--- src/qmix_pkg.sv ---
// ============================================================================
// qmix_pkg: shared types and constants of the quad mixer
// Holds the controller/datapath command and status structs, the field widths
// of the stream beats and the fixed levels of the mixer.
// ============================================================================
package qmix_pkg;

  // Stream beat widths
  localparam int InDataW  = 64;
  localparam int OutDataW = 40;

  // Request kinds carried in tuser of the input beat
  localparam logic REQ_FRAME = 1'b0;
  localparam logic REQ_TICK  = 1'b1;

  // Motor index order used for the level registers
  localparam logic [1:0] MOT_FR = 2'd0;
  localparam logic [1:0] MOT_FL = 2'd1;
  localparam logic [1:0] MOT_RR = 2'd2;
  localparam logic [1:0] MOT_RL = 2'd3;

  // Fixed levels and thresholds
  localparam logic [11:0] ENGAGE_THR = 12'd1200;
  localparam logic [7:0]  IDLE_LEVEL = 8'd12;
  localparam logic [7:0]  LEVEL_MAX  = 8'd250;
  localparam logic [8:0]  PULSE_BASE = 9'd250;

  // Configuration register addresses
  localparam logic REG_MIX_DIVISOR = 1'b0;
  localparam logic [15:0] MIX_DIVISOR_RST = 16'd4;

  // Commands from the controller to the datapath
  typedef struct packed {
    logic       load;       // capture the accepted input beat
    logic       decode;     // mode update, or full tick handling
    logic       div_load;   // form the mix sum of one motor and seed the divider
    logic       div_step;   // one quotient bit
    logic       div_store;  // write the saturated quotient to the level
    logic       pulse;      // restart the pulse frame
    logic       emit;       // load the output register
    logic [1:0] motor;      // motor the divider works on
  } qmix_cmd_t;

  // Status from the datapath to the controller
  typedef struct packed {
    logic is_tick;      // captured beat is a timer tick
    logic mix_now;      // frame beat that mixes (flight, not forced idle)
    logic div_trivial;  // level known without division
    logic out_free;     // output register can take a result
  } qmix_sts_t;

endpackage

--- src/qmix_ctrl.sv ---
// ============================================================================
// qmix_ctrl: sequencing controller of the quad mixer
// Walks a beat: decode, four divisions (flight), pulse setup (frame), output.
// ============================================================================
module qmix_ctrl (
  input  logic                clk,
  input  logic                rst_n,
  input  logic                in_tvalid,
  output logic                in_tready,
  input  qmix_pkg::qmix_sts_t sts,
  output qmix_pkg::qmix_cmd_t cmd
);
  import qmix_pkg::*;

  localparam logic [2:0] S_IDLE   = 3'd0;
  localparam logic [2:0] S_DECODE = 3'd1;
  localparam logic [2:0] S_DLOAD  = 3'd2;
  localparam logic [2:0] S_DSTEP  = 3'd3;
  localparam logic [2:0] S_DSTORE = 3'd4;
  localparam logic [2:0] S_PULSE  = 3'd5;
  localparam logic [2:0] S_EMIT   = 3'd6;

  localparam logic [2:0] LAST_STEP = 3'd7;

  logic [2:0] state_r, state_nxt;
  logic [1:0] motor_r, motor_nxt;
  logic [2:0] step_r, step_nxt;

  // Next state and command decode
  always_comb begin
    state_nxt = state_r;
    motor_nxt = motor_r;
    step_nxt  = step_r;
    cmd       = '0;
    cmd.motor = motor_r;
    in_tready = (state_r == S_IDLE);
    case (state_r)
      S_IDLE: begin
        if (in_tvalid) begin
          cmd.load  = 1'b1;
          state_nxt = S_DECODE;
        end
      end
      S_DECODE: begin
        cmd.decode = 1'b1;
        if (sts.is_tick) begin
          state_nxt = S_EMIT;
        end else if (sts.mix_now) begin
          motor_nxt = MOT_FR;
          state_nxt = S_DLOAD;
        end else begin
          state_nxt = S_PULSE;
        end
      end
      S_DLOAD: begin
        cmd.div_load = 1'b1;
        if (sts.div_trivial) begin
          if (motor_r == MOT_RL) begin
            state_nxt = S_PULSE;
          end else begin
            motor_nxt = motor_r + 2'd1;
          end
        end else begin
          step_nxt  = '0;
          state_nxt = S_DSTEP;
        end
      end
      S_DSTEP: begin
        cmd.div_step = 1'b1;
        step_nxt     = step_r + 3'd1;
        if (step_r == LAST_STEP) begin
          state_nxt = S_DSTORE;
        end
      end
      S_DSTORE: begin
        cmd.div_store = 1'b1;
        if (motor_r == MOT_RL) begin
          state_nxt = S_PULSE;
        end else begin
          motor_nxt = motor_r + 2'd1;
          state_nxt = S_DLOAD;
        end
      end
      S_PULSE: begin
        cmd.pulse = 1'b1;
        state_nxt = S_EMIT;
      end
      S_EMIT: begin
        if (sts.out_free) begin
          cmd.emit  = 1'b1;
          state_nxt = S_IDLE;
        end
      end
      default: begin
        state_nxt = S_IDLE;
      end
    endcase
  end

  // State registers
  always_ff @(posedge clk) begin
    if (!rst_n) begin
      state_r <= S_IDLE;
      motor_r <= '0;
      step_r  <= '0;
    end else begin
      state_r <= state_nxt;
      motor_r <= motor_nxt;
      step_r  <= step_nxt;
    end
  end

endmodule

--- src/qmix_dp.sv ---
// ============================================================================
// qmix_dp: datapath of the quad mixer
// Input capture, flight mode, shared bit-serial divider for the four mixes,
// pulse frame timing and the output register.
// ============================================================================
module qmix_dp (
  input  logic                clk,
  input  logic                rst_n,
  input  qmix_pkg::qmix_cmd_t cmd,
  output qmix_pkg::qmix_sts_t sts,
  input  logic [15:0]         divisor,
  input  logic [qmix_pkg::InDataW-1:0]  in_tdata,   // throttle, roll, pitch, yaw, armed, force_idle
  input  logic                in_tuser,             // req_type
  output logic                out_tvalid,
  input  logic                out_tready,
  output logic [qmix_pkg::OutDataW-1:0] out_tdata,  // pulse_bits, FR, FL, RR, RL, flying
  output logic                out_tlast             // frame_done
);
  import qmix_pkg::*;

  // Captured input beat
  logic               req_r;
  logic [11:0]        thr_r;
  logic signed [15:0] roll_r, pitch_r, yaw_r;
  logic               armed_r, fidle_r;

  // Block state
  logic       in_flight_r;
  logic [7:0] lvl_r   [4];
  logic [7:0] start_r [4];
  logic [8:0] end_r, tick_r;
  logic [3:0] pulse_r;
  logic       active_r, done_r;

  // Divider registers; the partial remainder stays below the divisor in a division.
  logic [15:0] rem_r;
  logic [7:0]  nlow_r, quo_r;

  // Output register
  logic                out_valid_r, out_last_r;
  logic [OutDataW-1:0] out_data_r;

  // Lines whose start time has been reached, in output bit order
  function automatic logic [3:0] lines_due(input logic [7:0] st0, input logic [7:0] st1,
                                           input logic [7:0] st2, input logic [7:0] st3,
                                           input logic [8:0] tk);
    logic [3:0] hit;
    hit[0] = ({1'b0, st0} <= tk);
    hit[1] = ({1'b0, st1} <= tk);
    hit[2] = ({1'b0, st2} <= tk);
    hit[3] = ({1'b0, st3} <= tk);
    // bit0 FR, bit1 RL, bit2 FL, bit3 RR
    return {hit[MOT_RR], hit[MOT_FL], hit[MOT_RL], hit[MOT_FR]};
  endfunction

  // X-quad mix sum of the selected motor
  logic signed [17:0] thr_s, roll_s, pitch_s, yaw_s, sum;
  always_comb begin
    thr_s   = $signed({6'b0, thr_r});
    roll_s  = {{2{roll_r[15]}}, roll_r};
    pitch_s = {{2{pitch_r[15]}}, pitch_r};
    yaw_s   = {{2{yaw_r[15]}}, yaw_r};
    case (cmd.motor)
      MOT_FR:  sum = thr_s - roll_s + pitch_s - yaw_s;
      MOT_FL:  sum = thr_s + roll_s + pitch_s + yaw_s;
      MOT_RR:  sum = thr_s - roll_s - pitch_s + yaw_s;
      MOT_RL:  sum = thr_s + roll_s - pitch_s - yaw_s;
      default: sum = '0;
    endcase
  end

  // Divider seeding: a quotient of 256 or more saturates, so only eight
  // quotient bits are ever iterated.
  logic        sum_pos, sat;
  logic [16:0] num;
  always_comb begin
    sum_pos = !sum[17] && (sum != '0);
    num     = sum[16:0];
    sat     = ({7'b0, num} >= {divisor, 8'b0});
  end

  // One restoring division step
  logic [16:0] trial, diff;
  logic        fits;
  always_comb begin
    trial = {rem_r, nlow_r[7]};
    fits  = (trial >= {1'b0, divisor});
    diff  = trial - {1'b0, divisor};
  end

  // Pulse frame setup values
  logic [7:0] mx, mx01, mx23;
  logic [7:0] st_new [4];
  always_comb begin
    mx01 = (lvl_r[0] > lvl_r[1]) ? lvl_r[0] : lvl_r[1];
    mx23 = (lvl_r[2] > lvl_r[3]) ? lvl_r[2] : lvl_r[3];
    mx   = (mx01 > mx23) ? mx01 : mx23;
    for (int i = 0; i < 4; i++) begin
      st_new[i] = mx - lvl_r[i];
    end
  end

  logic [8:0] tick_inc;
  assign tick_inc = tick_r + 9'd1;

  // Status toward the controller
  always_comb begin
    sts.is_tick     = (req_r == REQ_TICK);
    sts.mix_now     = (req_r == REQ_FRAME) && in_flight_r && !fidle_r;
    sts.div_trivial = !sum_pos || sat;
    sts.out_free    = !out_valid_r || out_tready;
  end

  // Input capture and divider payload
  always_ff @(posedge clk) begin
    if (cmd.load) begin
      req_r   <= in_tuser;
      thr_r   <= in_tdata[11:0];
      roll_r  <= in_tdata[27:12];
      pitch_r <= in_tdata[43:28];
      yaw_r   <= in_tdata[59:44];
      armed_r <= in_tdata[60];
      fidle_r <= in_tdata[61];
    end
    if (cmd.div_load) begin
      rem_r  <= {7'b0, num[16:8]};
      nlow_r <= num[7:0];
      quo_r  <= '0;
    end else if (cmd.div_step) begin
      rem_r  <= fits ? diff[15:0] : trial[15:0];
      nlow_r <= {nlow_r[6:0], 1'b0};
      quo_r  <= {quo_r[6:0], fits};
    end
  end

  // Mode, levels and pulse frame state
  always_ff @(posedge clk) begin
    if (!rst_n) begin
      in_flight_r <= 1'b0;
      for (int i = 0; i < 4; i++) begin
        lvl_r[i]   <= '0;
        start_r[i] <= '0;
      end
      end_r    <= '0;
      tick_r   <= '0;
      pulse_r  <= '0;
      active_r <= 1'b0;
      done_r   <= 1'b0;
    end else begin
      if (cmd.load) begin
        done_r <= 1'b0;
      end
      // Frame mode update, or a whole timer tick
      if (cmd.decode) begin
        if (req_r == REQ_FRAME) begin
          if (!(in_flight_r && !fidle_r)) begin
            if (thr_r >= ENGAGE_THR) begin
              in_flight_r <= 1'b1;
            end else begin
              in_flight_r <= 1'b0;
              for (int i = 0; i < 4; i++) begin
                lvl_r[i] <= IDLE_LEVEL;
              end
            end
          end
        end else if (active_r) begin
          tick_r <= tick_inc;
          if (tick_inc == end_r) begin
            pulse_r  <= '0;
            active_r <= 1'b0;
            done_r   <= 1'b1;
          end else begin
            pulse_r <= pulse_r | lines_due(start_r[0], start_r[1], start_r[2], start_r[3],
                                           tick_inc);
          end
        end
      end
      // Levels known without division: non-positive sum or saturation
      if (cmd.div_load && (!sum_pos || sat)) begin
        lvl_r[cmd.motor] <= sum_pos ? LEVEL_MAX : 8'd0;
      end
      if (cmd.div_store) begin
        lvl_r[cmd.motor] <= (quo_r > LEVEL_MAX) ? LEVEL_MAX : quo_r;
      end
      // Cancel any running pulse frame and start a new one when armed
      if (cmd.pulse) begin
        tick_r <= '0;
        if (armed_r) begin
          for (int i = 0; i < 4; i++) begin
            start_r[i] <= st_new[i];
          end
          end_r    <= {1'b0, mx} + PULSE_BASE;
          active_r <= 1'b1;
          pulse_r  <= lines_due(st_new[0], st_new[1], st_new[2], st_new[3], 9'd0);
        end else begin
          active_r <= 1'b0;
          pulse_r  <= '0;
        end
      end
    end
  end

  // Output register
  always_ff @(posedge clk) begin
    if (!rst_n) begin
      out_valid_r <= 1'b0;
    end else if (cmd.emit) begin
      out_valid_r <= 1'b1;
    end else if (out_tready) begin
      out_valid_r <= 1'b0;
    end
  end

  always_ff @(posedge clk) begin
    if (cmd.emit) begin
      out_data_r <= {3'b0, in_flight_r, lvl_r[MOT_RL], lvl_r[MOT_RR], lvl_r[MOT_FL],
                     lvl_r[MOT_FR], pulse_r};
      out_last_r <= done_r;
    end
  end

  assign out_tvalid = out_valid_r;
  assign out_tdata  = out_data_r;
  assign out_tlast  = out_last_r;

endmodule

--- src/quad_mixer_esc_pulse_generator.sv ---
// ============================================================================
// quad_mixer_esc_pulse_generator: X-quad motor mixer with ESC pulse timing
// Control frames update flight mode and the four motor levels and restart
// the pulse frame, or only cancel it when unarmed; timer ticks step the
// four pulse lines.
//   channel  | direction | beat contents
//   ---------+-----------+----------------------------------------------------
//   in_      | slave     | tuser req_type; tdata throttle, drives, flags
//   out_     | master    | tdata pulse_bits, four levels, flying; tlast done
//   APB      | slave     | mix_divisor at byte address 0
//
// A tick goes from accept through decode to output; an idle-mode frame adds
// the pulse setup. A flight frame runs one shared restoring divider over the
// four motors: load, quotient steps, store (load alone if saturated or zero).
// The output register lets a finished result wait while the next beat is
// taken; a stalled output holds the controller only in its last step.
// Reset is synchronous and clears mode, levels and pulse state at once.
// ============================================================================
module quad_mixer_esc_pulse_generator (
  input  logic        clk,
  input  logic        rst_n,
  // Input stream
  input  logic        in_tvalid,
  output logic        in_tready,
  input  logic [63:0] in_tdata,   // throttle[11:0], roll[27:12], pitch[43:28],
                                  // yaw[59:44], armed[60], force_idle[61]
  input  logic        in_tuser,   // req_type
  // Result stream
  output logic        out_tvalid,
  input  logic        out_tready,
  output logic [39:0] out_tdata,  // pulse_bits[3:0], front_right[11:4],
                                  // front_left[19:12], rear_right[27:20],
                                  // rear_left[35:28], flying[36]
  output logic        out_tlast,  // frame_done
  // Configuration
  input  logic        psel,
  input  logic        penable,
  input  logic        pwrite,
  input  logic        paddr,
  input  logic [31:0] pwdata,
  output logic [31:0] prdata,
  output logic        pready
);
  import qmix_pkg::*;

  logic [15:0] mix_div_r;
  logic [15:0] div_eff;
  qmix_cmd_t   cmd;
  qmix_sts_t   sts;

  // Configuration register
  assign pready = 1'b1;

  always_ff @(posedge clk) begin
    if (!rst_n) begin
      mix_div_r <= MIX_DIVISOR_RST;
    end else if (psel && penable && pwrite && pready && (paddr == REG_MIX_DIVISOR)) begin
      mix_div_r <= pwdata[15:0];
    end
  end

  assign prdata  = (paddr == REG_MIX_DIVISOR) ? {16'b0, mix_div_r} : '0;

  // A divisor of zero acts as one
  assign div_eff = (mix_div_r == '0) ? 16'd1 : mix_div_r;

  qmix_ctrl u_ctrl (
    .clk       (clk),
    .rst_n     (rst_n),
    .in_tvalid (in_tvalid),
    .in_tready (in_tready),
    .sts       (sts),
    .cmd       (cmd)
  );

  qmix_dp u_dp (
    .clk        (clk),
    .rst_n      (rst_n),
    .cmd        (cmd),
    .sts        (sts),
    .divisor    (div_eff),
    .in_tdata   (in_tdata),
    .in_tuser   (in_tuser),
    .out_tvalid (out_tvalid),
    .out_tready (out_tready),
    .out_tdata  (out_tdata),
    .out_tlast  (out_tlast)
  );

  // Saturation keeps every level within range.
  a_level_range: assert property (@(posedge clk) disable iff (!rst_n)
    out_tvalid |-> (out_tdata[11:4] <= LEVEL_MAX) && (out_tdata[19:12] <= LEVEL_MAX) &&
                   (out_tdata[27:20] <= LEVEL_MAX) && (out_tdata[35:28] <= LEVEL_MAX))
    else $error("motor level above maximum");

  // The beat that ends a pulse frame carries all lines low.
  a_done_lines_low: assert property (@(posedge clk) disable iff (!rst_n)
    (out_tvalid && out_tlast) |-> (out_tdata[3:0] == 4'h0))
    else $error("pulse line high on frame end");

  // Outside flight the four levels are always the same value.
  a_idle_levels_equal: assert property (@(posedge clk) disable iff (!rst_n)
    (out_tvalid && !out_tdata[36]) |-> (out_tdata[11:4] == out_tdata[19:12]) &&
      (out_tdata[19:12] == out_tdata[27:20]) && (out_tdata[27:20] == out_tdata[35:28]))
    else $error("unequal levels in idle mode");

  // A divisor write lands in the register.
  a_cfg_write: assert property (@(posedge clk) disable iff (!rst_n)
    (psel && penable && pwrite && (paddr == REG_MIX_DIVISOR)) |=>
      (mix_div_r == $past(pwdata[15:0])))
    else $error("divisor write lost");

endmodule

--- config.mk ---
export PLATFORM = sky130hd
export DESIGN_NAME = quad_mixer_esc_pulse_generator
export DESIGN_NICKNAME = d
export VERILOG_FILES = /design/src/qmix_pkg.sv /design/src/qmix_ctrl.sv /design/src/qmix_dp.sv /design/src/quad_mixer_esc_pulse_generator.sv
export SDC_FILE = /design/constraint.sdc
export NUM_CORES = 1
export LEC_CHECK = 0
export BUFFER_PORTS_ARGS = -buffer_cell sky130_fd_sc_hd__buf_4
export CAP_MARGIN = 10
export CORE_MARGIN = 5
export CORE_UTILIZATION = 62
export DETAILED_ROUTE_END_ITERATION = 10
export HOLD_SLACK_MARGIN = 0.15
export PLACE_DENSITY_LB_ADDON = 0.15
export SETUP_SLACK_MARGIN = 0.4
export SYNTH_ARGS = -nofsm -noshare
export SYNTH_HDL_FRONTEND = slang
export SYNTH_SLANG_ARGS = --single-unit
--- constraint.sdc ---
create_clock -name clk -period 13.99 [get_ports clk]
set_clock_uncertainty 0.05 [all_clocks]
set_input_delay 2.0985 -clock clk [delete_from_list [all_inputs] [get_ports clk]]
set_output_delay 2.0985 -clock clk [all_outputs]
set_load 0.02 [all_outputs]
Word-level counts from Yosys, hierarchy flattened
Memory sizes are Yosys's and may differ from the RTL's. A register that Yosys moved wholly into a read port is not among the register bits.
Index checks and enable logic that the tools add are counted.

word-level totals
  bits in registers = 183
  bits in writable memories = 64
  input port bits = 105
  output and inout port bits = 76
  logic and storage cells = 214
  memories = 2

operators by class
  add/subtract/negate cells = 19
  magnitude comparators = 15
  eq/ne operators = 19
  multiplexer cells = 86
  bitwise operators = 14
  reduce and logical (&&, ||, !) cells = 35

memories
  memory        words  width  read ports  clocked after Yosys merged registers in  write ports  RTL line       RTL
  u_dp.lvl_r    4      8      8           4                                        4            qmix_dp.sv:29  logic [7:0] lvl_r [4];
  u_dp.start_r  4      8      4           0                                        4            qmix_dp.sv:30  logic [7:0] start_r [4];

operators with widths
  operator                                             count
  two-way mux 8 bit                                    17
  case mux 18 bit (4 select lines)                     1
  two-way mux 16 bit                                   3
  two-way mux 1 bit                                    40
  adder 17 x 16 -> 18 bit                              2
  adder 18 x 16 -> 18 bit                              2
  <= comparator 8 x 9 -> 1 bit                         4
  subtractor 17 x 16 -> 18 bit                         2
  subtractor 18 x 16 -> 18 bit                         2
  <= comparator 8 x 1 -> 1 bit, second input constant  4
  subtractor 8 bit                                     4
  two-way mux 3 bit                                    9
  greater-or-equal comparator 17 x 24 -> 1 bit         1
  greater-than comparator 8 bit                        3
  two-way mux 4 bit                                    6
  case mux 3 bit (7 select lines)                      1
  two-way mux 9 bit                                    2
  nonzero test 18 bit                                  1
  adder 13 x 16 -> 17 bit                              1
  greater-or-equal comparator 17 x 16 -> 1 bit         1
  subtractor 13 x 16 -> 17 bit                         1
  logical NOT 16 bit                                   1
  subtractor 16 bit                                    1
  == test 3 bit, second input constant                 4
  other kinds (32)                                     75

Logic depth before layout (Yosys ltp)
  depth after elaboration = 15
  mapped depth = 34
  mapped depth without buffers = 33

Modules after synthesis
From an unflattened synthesis, not the netlist that was laid out.

second synthesis, totals
  cell total of the unflattened synthesis = 2051
  area total of the unflattened synthesis = 19840.3 µm²

modules (own cells, without submodules)
  module                          times used  cells each  area an instance (µm²)  sequential area each (µm²)
  qmix_dp                         1           1847        18203.7                 6286.0
  quad_mixer_esc_pulse_generator  1           126         1008.5                  320.3
  qmix_ctrl                       1           78          628.1                   160.2

Worst setup path before layout
OpenSTA, ideal clock, no wires.

  path type = reg2reg
  from = reg u_dp.roll_r[0]
  to = mem u_dp.lvl_r[2][0] (enable)
  library setup time = 361 ps
  arrival time = 6779 ps
  required time = 13579 ps
  setup slack = 6800 ps
  stages on the path, launching flop included = 32
  buffers on the path = 1
  clock period less this slack = 7190 ps
  path through = edfxtp_1 > ha_1 > inv_1 > fa_1 > o21bai_1 > a21oi_1 > o21bai_1 > a21oi_1 > o21bai_1 > a21oi_1 > o21bai_1 > a2111o_1 > o221ai_1 > xor2_1 > fa_1 > inv_1 > ha_1 > clkbuf_1 > a21oi_1 > o21ai_0 > o311ai_0 > o2111ai_1 > o32ai_1 > inv_1 > ha_1 > a21oi_1 > o21ai_0 > a31o_2 > a221o_1 > a21o_1 > o31ai_2 > o21ai_0

RTL lines
  element                   RTL line        RTL
  start: declaration        qmix_dp.sv:24   logic signed [15:0] roll_r, pitch_r, yaw_r;
  start signal: assignment  qmix_dp.sv:119  roll_r <= in_tdata[27:12];
  end: declaration          qmix_dp.sv:29

==> metrics.txt <==
# TYPE chip_impl_metric gauge
chip_impl_info{name="status",value="complete, no violations"} 1
chip_impl_info{name="worst-setup-path-type",value="flop to flop"} 1
chip_impl_metric{name="setup_slack",unit="ps"} 5260
chip_impl_info{name="clock_tree_from_tritoncts",value="done"} 1
chip_impl_metric{name="postSynthAreaPerCell",unit="sq um"} 9.56
chip_impl_metric{name="antenna-diode-count",unit=""} 0
chip_impl_metric{name="worst_setup_hold_path_clk_slew",unit="ps"} 60
chip_impl_metric{name="final_worst_path_period_need",unit="ps"} 8730
chip_impl_metric{name="cts.sink_count",unit=""} 247
chip_impl_metric{name="postCtsResizedCells",unit=""} 0
chip_impl_metric{name="min_period_over_period",unit="%"} 62.4
chip_impl_metric{name="first_iter_violations",unit=""} 1125
chip_impl_info{name="ctsRootBufferMaster",value="clkbuf_16"} 1
chip_impl_metric{name="synth.yosys.seq_area_share",unit="%"} 33.7
chip_impl_metric{name="synth-edff-count",unit=""} 182
chip_impl_info{name="mostFrequentLayoutCells",value="inv_1 (221), ha_1 (211), edfxtp_1 (182)"} 1
chip_impl_info{name="ranking_of_synthesized_cells_by_area",value="edfxtp_1 (27%), ha_1 (13%), fa_1 (7.6%)"} 1
chip_impl_metric{name="arrival",unit="ps"} 8820
chip_impl_info{name="post-synth-top-area-cell",value="edfxtp_1"} 1
chip_impl_metric{name="synth.distinct_cells",unit=""} 87
chip_impl_metric{name="drt-vias-per-instance",unit=""} 5.94
chip_impl_metric{name="dpl_worst_slack",unit="ps"} 5400
chip_impl_metric{name="post_cts_setup_buffers",unit=""} 0
chip_impl_metric{name="num_io_pins",unit=""} 181
chip_impl_metric{name="antenna_found_initial",unit=""} 0
chip_impl_info{name="worst_hold_path_type",value="flop to flop"} 1
chip_impl_metric{name="number_of_global_route_vias_before_repair",unit=""} 16100
chip_impl_metric{name="maxClockFrequency",unit="GHz"} 0.115
chip_impl_metric{name="floorplan.initialDensity",unit="%"} 62.2
chip_impl_info{name="synth_flop_cell",value="edfxtp_1"} 1
chip_impl_metric{name="first_pass_grt_wire_length",unit="um"} 78900
chip_impl_metric{name="core_area",unit="sq um"} 32300
chip_impl_metric{name="fin_worst_hold_slack",unit="ps"} 405
chip_impl_metric{name="relSlewSlack",unit="%"} 18.1
chip_impl_metric{name="portBuffers",unit=""} 142
chip_impl_metric{name="post_route_cells_drive_above_1_share",unit="%"} 11.0
chip_impl_metric{name="syn-instance-count",unit=""} 2102
chip_impl_metric{name="final.setup.tns",unit="ps"} 0
chip_impl_metric{name="detailed_place_hpwl",unit="um"} 39000
chip_impl_metric{name="grt_start_max_net_pins",unit=""} 62
chip_impl_metric{name="overflow",unit=""} 0
chip_impl_info{name="timing.critical_path.mode_cell",value="o21ai_0"} 1
chip_impl_metric{name="fp.dieW",unit="um"} 190
chip_impl_metric{name="cp_slowest_stage_delay",unit="ps"} 670
chip_impl_metric{name="die_h",unit="um"} 190
chip_impl_metric{name="place.gp.congestion",unit=""} 0.903
chip_impl_metric{name="route.detailed.drc",unit=""} 0
chip_impl_metric{name="path_max_fanout",unit=""} 28
chip_impl_metric{name="remaining_number_of_nets_flagged_by_the_antenna_check_after_routing",unit=""} 0
chip_impl_info{name="timing.critical_path.slowest_stage_cell",value="o32ai_1"} 1
chip_impl_metric{name="synth_warnings",unit=""} 0
chip_impl_metric{name="drt-total-wl",unit="um"} 49500
chip_impl_metric{name="cts_hold_buffers",unit=""} 0
chip_impl_metric{name="cts_inserted_buffers",unit=""} 27
chip_impl_metric{name="die_area",unit="sq um"} 36100
chip_impl_info{name="most_frequent_standard_cell_in_the_layout_excluding_fill_and_tap_cells",value="inv_1"} 1
chip_impl_metric{name="finish.net_count",unit=""} 2613
chip_impl_metric{name="clock_insertion_delay_worst_skew",unit="ps"} 560
chip_impl_metric{name="number_of_cell_rows",unit=""} 66
chip_impl_metric{name="clockBufferDepth",unit=""} 3
chip_impl_metric{name="timing.max_cap.violations",unit=""} 0
chip_impl_metric{name="post_drt_wl_per_cell",unit="um"} 18.4
chip_impl_metric{name="globalRouteTotalUtil",unit="%"} 26.7
chip_impl_metric{name="area_growth",unit="%"} 11.3
chip_impl_metric{name="clock_tree.htree_level_count",unit=""} 1
chip_impl_metric{name="crit_required",unit="ps"} 14080
chip_impl_metric{name="synth_top_cell_area_share",unit="%"} 27.2
chip_impl_metric{name="hold_viol",unit=""} 0
chip_impl_info{name="rsz0062_at_grt",value="false"} 1
chip_impl_metric{name="ys_ff_latch",unit=""} 247
chip_impl_metric{name="via_count",unit=""} 15900
chip_impl_metric{name="synth.cell_area",unit="sq um"} 20100
chip_impl_info{name="end_kind",value="flop"} 1
chip_impl_metric{name="worst_pin_slew",unit="ps"} 1190
chip_impl_metric{name="setup_viol_count_final",unit=""} 0
chip_impl_metric{name="maxSlewViolCount",unit=""} 0
chip_impl_metric{name="ys_async_sr_fraction",unit="%"} 0
chip_impl_metric{name="detail_route.first_pass.iterations",unit=""} 5
chip_impl_info{name="startpoint_type",value="flop"} 1
[worst paths after layout]
check,startpoint,endpoint,cells past startpoint,slack (ps)
hold / removal,u_dp.pulse_r[1],u_dp.out_tdata[1],0,400
setup reg to reg,u_dp.roll_r[0],u_dp.lvl_r[3][0],30,5260
setup / recovery,u_dp.roll_r[0],u_dp.lvl_r[3][0],30,5260
hold reg to reg,u_dp.pulse_r[1],u_dp.out_tdata[1],0,400
[through the flow]
step	utilization [%]	area, sq um	instances
floorplan	-	20200	2120
global placement	66.5	21500	2634
detailed placement	66.5	21500	2634
CTS	69.3	22400	2684
global route	69.3	22400	2684
finish	69.3	22400	2684
[area by class of cell]
type / count / area (sq um)
sequential: 247 / 6770
tap: 442 / 553
multi-input combinational: 1570 / 12200
fill: 2514 / 9920
clock buffer: 31 / 721
inverter: 225 / 845
clock inverter: 19 / 189
timing repair buffer: 150 / 1130
[worst max-delay path: cells and delay by family, from the launching register on]
kind                       cells  cell delay (ps)
AOI/OAI and AO/OA             20             5030
xor gates and xnor gates       1              230
adders and majority gates      5             1930
buffers and inverters          2              480
DFF                            1              400
and+or+nand+nor                2              180
[synthesized netlist by cell type, drive strengths merged, types with 23 or more instances]
cell and instances:
a21boi 30, nand2b 28, edfxtp 182, fa 76, clkbuf 51, xnor2 77, a21oi 128, a21o 40
nor3 29, xor2 45, o21ai 125, mux2i 35, and3 23, nand3 37, inv 222, a211oi 33
buf 27, nor2 149, o21a 30, nand4 26, nor2b 38, dfxtp 65, ha 211, nand2 160
o21bai 23
[kinds of logic (layout without fill, tap and decap cells)]
family / Yosys count / count (layout) / synth area share [%]
AOI/OAI and AO/OA: 540 / 540 / 18.4
xor gates and xnor gates: 122 / 122 / 5.32
adders and majority gates: 287 / 287 / 20.7
buffers and inverters: 303 / 425 / 6.16
DFF: 247 / 247 / 33.7
muxes: 41 / 41 / 2.08
other: 2 / 20 / 0.0374
and+or+nand+nor: 560 / 560 / 13.6
[state kept, by name (all words and copies together) (netlist names), 16 cells and up]
register / flops
mix_div_r: 16
u_dp.yaw_r: 16
u_dp.pitch_r: 16
u_dp.rem_r: 16
u_dp.lvl_r: 32
u_dp.out_tdata: 37
u_dp.start_r: 32
u_dp.roll_r: 16
[metal layers]
metal	vias up	wire length (um)	GRT usage, %
met3	130	2620	2.73
li1	7675	-	-
met4	0	1730	9.35
met2	504	25200	49.5
met1	7630	19900	32.2
met5	-	0	0
Power is not shown: default switching activity piles up to over one toggle a cycle in this logic, so the estimate is an artifact.
